[config.mk]
export PLATFORM = sky130hd
export DESIGN_NAME = teq_cell
export DESIGN_NICKNAME = d
export VERILOG_FILES = /design/src/rtl/teq_pkg.sv /design/src/rtl/teq_cell.sv
export SDC_FILE = /design/constraint.sdc
export NUM_CORES = 1
export LEC_CHECK = 0
export ABC_AREA = 0
export BUFFER_PORTS_ARGS = -buffer_cell sky130_fd_sc_hd__buf_4
export CORE_MARGIN = 2
export CORE_UTILIZATION = 30
export DETAILED_ROUTE_END_ITERATION = 7
export PLACE_DENSITY = 0.58
export SLEW_MARGIN = 20
export SYNTH_ARGS = -nofsm -noshare
export SYNTH_HDL_FRONTEND = slang
export SYNTH_SLANG_ARGS = --single-unit
[constraint.sdc]
create_clock -name clk_i -period 2.8 [get_ports clk_i]
set_input_delay 0.14 -clock clk_i [delete_from_list [all_inputs] [get_ports clk_i]]
set_output_delay 0.14 -clock clk_i [all_outputs]
set_load 0.05 [all_outputs]
[src/rtl/teq_pkg.sv]
package teq_pkg;

  localparam int unsigned DEPTH      = 64;
  localparam int unsigned TIME_BITS  = 32;
  localparam int unsigned KIND_BITS  = 3;
  localparam int unsigned CNT_BITS   = $clog2(DEPTH + 1);
  localparam int unsigned TOTAL_BITS = 32;

  localparam int unsigned IN_FIELDS_W  = KIND_BITS + TIME_BITS;
  localparam int unsigned IN_DATA_W    = ((IN_FIELDS_W + 7) / 8) * 8;
  localparam int unsigned OUT_FIELDS_W = KIND_BITS + TIME_BITS + CNT_BITS + TOTAL_BITS;
  localparam int unsigned OUT_DATA_W   = ((OUT_FIELDS_W + 7) / 8) * 8;
  localparam int unsigned OUT_USER_W   = 3;

  localparam logic OP_INSERT = 1'b0;
  localparam logic OP_POP    = 1'b1;

  typedef struct packed {
    logic [TIME_BITS-1:0] ev_time;
    logic [KIND_BITS-1:0] kind;
  } entry_t;

  typedef struct packed {
    logic   ins;
    logic   pop;
    entry_t ent;
  } cell_ctrl_t;

  typedef struct packed {
    logic                  pop_valid;
    logic [KIND_BITS-1:0]  popped_kind;
    logic [TIME_BITS-1:0]  popped_time;
    logic                  was_empty;
    logic                  insert_rejected;
    logic [CNT_BITS-1:0]   entries_held;
    logic [TOTAL_BITS-1:0] inserts_total;
  } result_t;

endpackage

[src/rtl/teq_cell.sv]
module teq_cell
  import teq_pkg::*;
(
  input  logic       clk_i,
  input  cell_ctrl_t ctrl_i,
  input  logic       occ_i,
  input  logic       prev_le_i,
  input  entry_t     prev_i,
  input  entry_t     next_i,
  output logic       le_o,
  output entry_t     entry_o
);

  entry_t entry_q, entry_d;

  // This cell keeps its entry on insert when that entry is stored and not later than the new one.
  assign le_o    = occ_i && (entry_q.ev_time <= ctrl_i.ent.ev_time);
  assign entry_o = entry_q;

  always_comb begin
    entry_d = entry_q;
    if (ctrl_i.ins && !le_o) begin
      entry_d = prev_le_i ? ctrl_i.ent : prev_i;
    end else if (ctrl_i.pop) begin
      entry_d = next_i;
    end
  end

  always_ff @(posedge clk_i) begin
    entry_q <= entry_d;
  end

endmodule

Word-level counts from Yosys, hierarchy flattened. Index checks and enable logic that the tools add are counted.

Flip-flop bits (word level): 35. Input port bits: 110. Logic and storage cells: 10.

Magnitude comparators: 1. Mux-type cells: 3. Reductions and logical operators: 4.

Operators with widths (count): 2-to-1 mux 35 bit (3); <= comparator 32 bit (1); logical AND 1 bit (2); nonzero test 2 bit (1); zero test 1 bit (1).

Logic depth before layout (Yosys ltp). Gate-level depths: netlist of the first run.

Depth after elaboration: 5. Depth in mapped cells: 11. Depth with buffers taken out: 9.

Worst setup path after synthesis of the first run. Ideal clock, no wire load.

Path kind: reg-to-reg. Start point: register entry_q, in the netlist entry_o[17]. End point: register entry_q, in the netlist entry_o[0] (enable). Setup time: 0.377 ns. Arrival time: 2.951 ns. Data required time: 2.423 ns. Path slack: -0.527 ns. Stages on the path, launching flop included: 11. Path buffers: 2. Cell sequence: edfxtp_1 ha_1 nand4_1 or3_1 a211o_1 a31oi_1 o21bai_1 a21boi_2 buf_6 buf_12 or2_2.

Word-level cells in the longest chain between the ends: 5.

RTL lines: start: declaration (line teq_cell.sv:14) `entry_t entry_q, entry_d;`; start signal: assignment (line teq_cell.sv:30) `entry_q <= entry_d;`; <= comparator 32 bit (line teq_cell.sv:17) `assign le_o = occ_i && (entry_q.ev_time <= ctrl_i.ent.ev_time);`; logical AND 1 bit (line teq_cell.sv:17); zero test 1 bit (line teq_cell.sv:22) `if (ctrl_i.ins && !le_o) begin`; logical AND 1 bit (line teq_cell.sv:22); nonzero test 2 bit (no line).

Every way passes these cells. A chain may end at the register's enable or synchronous reset.

==> results.yml, run 1 <==
detailed_routing:
  drtPass1Iterations: 6
  wl_um: 7720
  vias: 2274
  drtAntennaViolNets: 0
  drcViolationCount: 0
  via_per_inst: 4.43
  drt-initial-drc-count: 38
  avgRoutedWirePerCell_um: 15.0
clock_network:
  cts.sinks: 35
  path_clk_slew_ns: 0.07
  clock_latency_ns: 0.29
  ctsLongestPathBuffers: 2
  cts_tree: "done"
  cts_buffers: 5
  cts_htree_levels: 2
  root_buffer: "clkbuf_8"
setup_path:
  crit_arrival_ns: 2.87
  r2r_cells: 10
  critical_path_class: "register to register"
  start_kind: "register"
  r2r_start: "entry_o[18]"
  startpoint: "entry_o[18]"
  r2r_setup_slack_ns: -0.03
  crit_end: "entry_o[11]"
  end_kind: "register"
  cp.required_ns: 2.84
  reg2reg_to: "entry_o[11]"
  worstPathMaxFanout: 6
floorplan:
  die_h_um: 102
  ioPinCount: 146
  core_area_sq_um: 9240
  die_w_um: 102
  dieArea_sq_um: 10300
  start_util: 0.309
  rows: 35
timing:
  report.final.slew_viol_count: 0
  rsz0062_at_grt: "true"
  setup_viol: 48
  clock.fmax_ghz: 0.353
  hold_viol_final: 0
  clock_skew_ns: 0.00802
  period_needed_ns: 2.83
  setup_tns_ns: -0.900
  slew_headroom: 0.653
  tightest_slew_ns: 0.521
  timing.final.crit_share: 1.01
  fin_ws_ns: -0.0333
global_route:
  grt_use_met2: 0.252
  gr-total-overflow: 0
  grt_pass1_vias: 2357
  grt_max_degree: 36
  top_usage_layer: "met2"
  use_met3: 0.0373
  grt_antenna_before_repair: 0
  gr-usage-met1: 0.187
  grt_usage: 0.147
  grt_pass1_wl_um: 11700
hold_path:
  hold_class: "primary input to register"
power:
  p_leak_uw: 0.00207
  ir_worst_vdd_mv: 0.152
  power.density_nw_per_um2: 452
placement:
  io_buffers: 145
  dp_cells: 500
  hpwlAfterDp_um: 6010
  gp_congestion: 0.790
cells_and_area:
  utilization: 0.461
  final_cell_mix: "150 x buf_4, 35 x mux2_2, 35 x mux2_4, 35 x edfxtp_1, 33 x inv_1"
  layout-drive-gt1-share: 0.612
  nNetsFinal: 525
  final_cells: 513
  regArea_sq_um: 1050
  largest_reg_flops: 35
  nFillCells: 876
  antenna_cells: 0
  syn_to_final_growth_pct: 49.3
  mostFrequentLayoutCell: "buf_4"
  multi_input_area_sq_um: 1660
logic_synthesis:
  ys_seq_area_frac: 0.368
  ys_ff_latch: 35
  ys_types: 31
  yosys-top-cells-area: "edfxtp_1 37%, mux2_2 16%, mux2_4 15%, ha_1 14%, inv_1 4.3%"
  postSynthAreaPerCell_sq_um: 12.4
  ys_warn_count: 0
  yosys.area.top_type: "edfxtp_1"
  syn-num-nets: 373
  synth_top_area_frac: 0.368
  syn_inst: 231
  synth_area_sq_um: 2860
run:
  drv_cap: 0
status:
  violations: "setup timing"
  outcome: "finished with violations"
==> cell families after synthesis <==
family | after synthesis | synth area share
buffers and inverters | 41 | 0.0736
AO/OA/AOI/OAI | 26 | 0.0565
adder cells (fa/ha/maj) | 32 | 0.140
flip-flops | 35 | 0.368
AND/OR/NAND/NOR | 27 | 0.0478
multiplexers | 70 | 0.314
==> cells in the mapped netlist <==
| cell type | n |
|---|---|
| nor2b_1 | 1 |
| a211o_1 | 1 |
| mux2_2 | 41 |
| a31oi_1 | 1 |
| o2111ai_1 | 1 |
| nor4_1 | 1 |
| a21oi_1 | 12 |
| inv_1 | 33 |
| and2_1 | 1 |
| nand2b_1 | 1 |
| clkbuf_1 | 4 |
| or3_1 | 1 |
| o21bai_1 | 1 |
| a21boi_2 | 1 |
| edfxtp_1 | 35 |
| a21o_1 | 1 |
| buf_12 | 3 |
| nor3_1 | 2 |
| a221oi_1 | 1 |
| mux2_4 | 29 |
| ha_1 | 32 |
| or2_2 | 1 |
| nand4_1 | 6 |
| nand2_1 | 9 |
| nor2_1 | 2 |
| a22oi_1 | 1 |
| buf_6 | 1 |
| o21ai_0 | 4 |
| o211ai_1 | 1 |
| a211oi_1 | 1 |
| nand3_1 | 2 |
==> stage by stage <==
step / setup slack, ns / power (uW) / cell area, sq um / hold slack (ns)
global route: -0.181 / 2040 / 4260 / 0.135
global placement: 0.0873 / 1540 / 4080 / 0.443
finish: -0.0333 / 1930 / 4260 / 0.149
CTS: -0.0494 / 1930 / 4220 / 0.138
detailed placement: -0.0545 / 1550 / 4080 / 0.444
floorplan: -0.200 / 1260 / 2870 / 0.358
==> worst min-delay path by stage <==
stage                from  cells past startpoint  slack, ns           to
5_1_grt        next_i[17]                      2       0.13  entry_o[17]
2_1_floorplan  next_i[10]                      1       0.36  entry_o[10]
3_3_place_gp   next_i[34]                      2       0.44  entry_o[34]
3_5_place_dp   next_i[16]                      2       0.44  entry_o[16]
6_report       next_i[16]                      2       0.15  entry_o[16]
4_1_cts        next_i[16]                      2       0.14  entry_o[16]
==> where the power goes <==
part           internal (uW)  switching (uW)  leakage [uW]  total (uW)
sequential               662            37.5      0.000353         699
clock                    175             185     0.0000422         360
combinational            404             464       0.00168         868
==> worst max-delay path, stage by stage, from the launching register on <==
cell,delay [ns]
edfxtp_1,0.41
ha_1,0.31
nand4_1,0.12
or3_4,0.36
a211o_1,0.26
a31oi_2,0.17
o21bai_2,0.12
a21boi_4,0.20
buf_4,0.17
clkbuf_16,0.16
mux2_4,0.29
==> what timing repair did <==
action / 4_1_cts / 5_1_grt
hold buffers: 0 / 0
pin swaps: 1 / 0
setup endpoints to repair: 70 / 70
cloned: 1 / 1
setup buffers: 2 / 2
gates resized for setup: 4 / 9
==> per-layer routing <==
metal	wire length, um	vias up
met5	0	-
met4	41	0
met3	432	2
met2	3840	72
met1	3400	1045
li1	-	1155
==> final cells by class <==
type / instances / share of cell area
Clock inverter: 1 / 0.00117
Inverter: 33 / 0.0290
Timing Repair Buffer: 153 / 0.279
Multi-Input combinational cell: 155 / 0.388
Tap cell: 129 / 0.0379
Clock buffer: 7 / 0.0179
Sequential cell: 35 / 0.246
Power figures use the tool's default switching activity.
==> run 2, diff against run 1 <==
Settings changed: SETUP_SLACK_MARGIN set to 0.1.
==> results.yml, run 2 (same netlist as run 1, synthesis figures left out) <==
status:
  outcome: "finished with violations"
  violations: "setup timing"
timing:
  fin_ws_ns: -0.0154
  setup_viol: 15
  hold_viol_final: 0
  tightest_slew_ns: 0.471
  setup_tns_ns: -0.137
  report.final.slew_viol_count: 0
  timing.final.crit_share: 1.01
  period_needed_ns: 2.82
  slew_headroom: 0.686
  clock_skew_ns: 0.00776
  fin_hold_ws_ns: 0.147
  rsz0062_at_grt: "true"
  clock.fmax_ghz: 0.355
cells_and_area:
  nNetsFinal: 533
  nFillCells: 868
  syn_to_final_growth_pct: 54.2
  antenna_cells: 0
  utilization: 0.477
  largest_reg_flops: 35
  stdcell_area_sq_um: 4410
  layout-drive-gt1-share: 0.622
  mostFrequentLayoutCell: "buf_4"
  final_cell_mix: "148 x buf_4, 35 x mux2_2, 35 x mux2_4, 35 x edfxtp_1, 33 x inv_1"
run:
  drv_cap: 0
floorplan:
  rows: 35
  core_area_sq_um: 9240
  die_w_um: 102
  start_util: 0.309
  die_h_um: 102
  dieArea_sq_um: 10300
  ioPinCount: 146
setup_path:
  r2r_start: "entry_o[16]"
  worstPathMaxFanout: 7
  startpoint: "entry_o[16]"
  reg2reg_to: "entry_o[6]"
  critical_path.cell_chain: "ha_4 -> nand4_1 -> or3_4 -> a211o_1 -> a31oi_2 -> o21bai_2 -> a21boi_4 -> buf_6 -> clkbuf_16 -> mux2_4"
  crit_arrival_ns: 2.85
  cpMaxStageDelayCell: "edfxtp_1"
  cpPeakStageDelay_ns: 0.44
  critical_path_class: "register to register"
  end_kind: "register"
  cp_top_family: "compound AO/OA/AOI/OAI gates"
  r2r_setup_slack_ns: -0.02
  start_kind: "register"
  critical_path_buf_inv_count: 2
  cp.required_ns: 2.84
  r2r_cells: 10
placement:
  hpwlAfterDp_um: 6010
  io_buffers: 145
  dpl_cell_area_sq_um: 4080
  gp_congestion: 0.790
clock_network:
  cts_htree_levels: 2
  path_clk_slew_ns: 0.07
  cts.sinks: 35
  ctsLongestPathBuffers: 2
  clock_latency_ns: 0.29
  root_buffer: "clkbuf_8"
  cts_buffers: 5
  cts_tree: "done"
power:
  p_sw_frac: 0.355
  ir_worst_vdd_mv: 0.149
  switching_power_uw: 699
  power_frac_seq: 0.355
  p_int_uw: 1270
  power_frac_clock: 0.183
  p_leak_uw: 0.00213
  power.density_nw_per_um2: 447
  power_frac_comb: 0.462
detailed_routing:
  avgRoutedWirePerCell_um: 15.4
  drtPass1Iterations: 4
  drcViolationCount: 0
  drt-initial-drc-count: 30
  drtAntennaViolNets: 0
  wl_um: 8030
  via_per_inst: 4.48
  vias: 2335
global_route:
  grt_max_degree: 36
  grt_pass1_vias: 2386
  grt_antenna_before_repair: 0
  grt_pass1_wl_um: 11900
  gr-total-overflow: 0
  grt_usage: 0.150
hold_path:
  hp-start: "next_i[16]"
  hold_class: "primary input to register"
  holdPathEnd: "entry_o[16]"
  hold_depth: 2
-- run 2: repair_timing --
action	CTS	global route
resized for setup	5	13
pin swaps	3	5
hold buffers	0	0
setup buffers	7	0
endpoints found under the setup margin	70	70
cloned	2	4
-- run 2: worst max-delay path by stage --
stage / to / slack, ns / cells past startpoint
after detailed placement: entry_o[12] / -0.05 / 8
final: entry_o[6] / -0.02 / 10
after global routing: entry_o[32] / -0.13 / 10
after floorplan: entry_o[0] / -0.20 / 10
after CTS: entry_o[34] / -0.04 / 10
after global placement: entry_o[31] / 0.09 / 8
-- run 2: layout make-up --
| type | count | area (sq um) | share of cell area |
|---|---|---|---|
| clock buffers | 7 | 76.3 | 0.0173 |
| clock inverters | 1 | 5.00 | 0.00114 |
| inverters | 33 | 124 | 0.0281 |
| multi-input cells | 158 | 1690 | 0.385 |
| flip-flops and latches | 35 | 1050 | 0.239 |
| well taps | 129 | 161 | 0.0366 |
| repair buffers | 158 | 1290 | 0.294 |
-- run 2: per-layer routing --
metal,track usage,wire [um]
met1,0.195,3420
met2,0.253,4080
met3,0.0373,491
met4,0.0343,41
met5,0,0
-- run 2: worst reg2reg max path: stages, from the launching register on --
cell       delay, ns
edfxtp_1        0.44
ha_4            0.30
nand4_1         0.12
or3_4           0.36
a211o_1         0.25
a31oi_2         0.20
o21bai_2        0.11
a21boi_4        0.18
buf_6           0.14
clkbuf_16       0.16
mux2_4          0.30
-- run 2: power by group through the flow --
stage          clock network, uW  logic [uW]  registers [uW]
5_1_grt                      395         980             708
3_5_place_dp                   0         837             713
2_1_floorplan                  0         334             923
6_report                     361         909             700
4_1_cts                      375         880             701
3_3_place_gp                   0         831             707
-- run 2: metrics by stage --
| step | setup WS, ns | total power, uW | cells |
|---|---|---|---|
| 2_1_floorplan | -0.200 | 1260 | 231 |
| 4_1_cts | -0.0365 | 1960 | 517 |
| 3_5_place_dp | -0.0545 | 1550 | 500 |
| 3_3_place_gp | 0.0873 | 1540 | 500 |
| 5_1_grt | -0.126 | 2080 | 521 |
| 6_report | -0.0154 | 1970 | 521 |
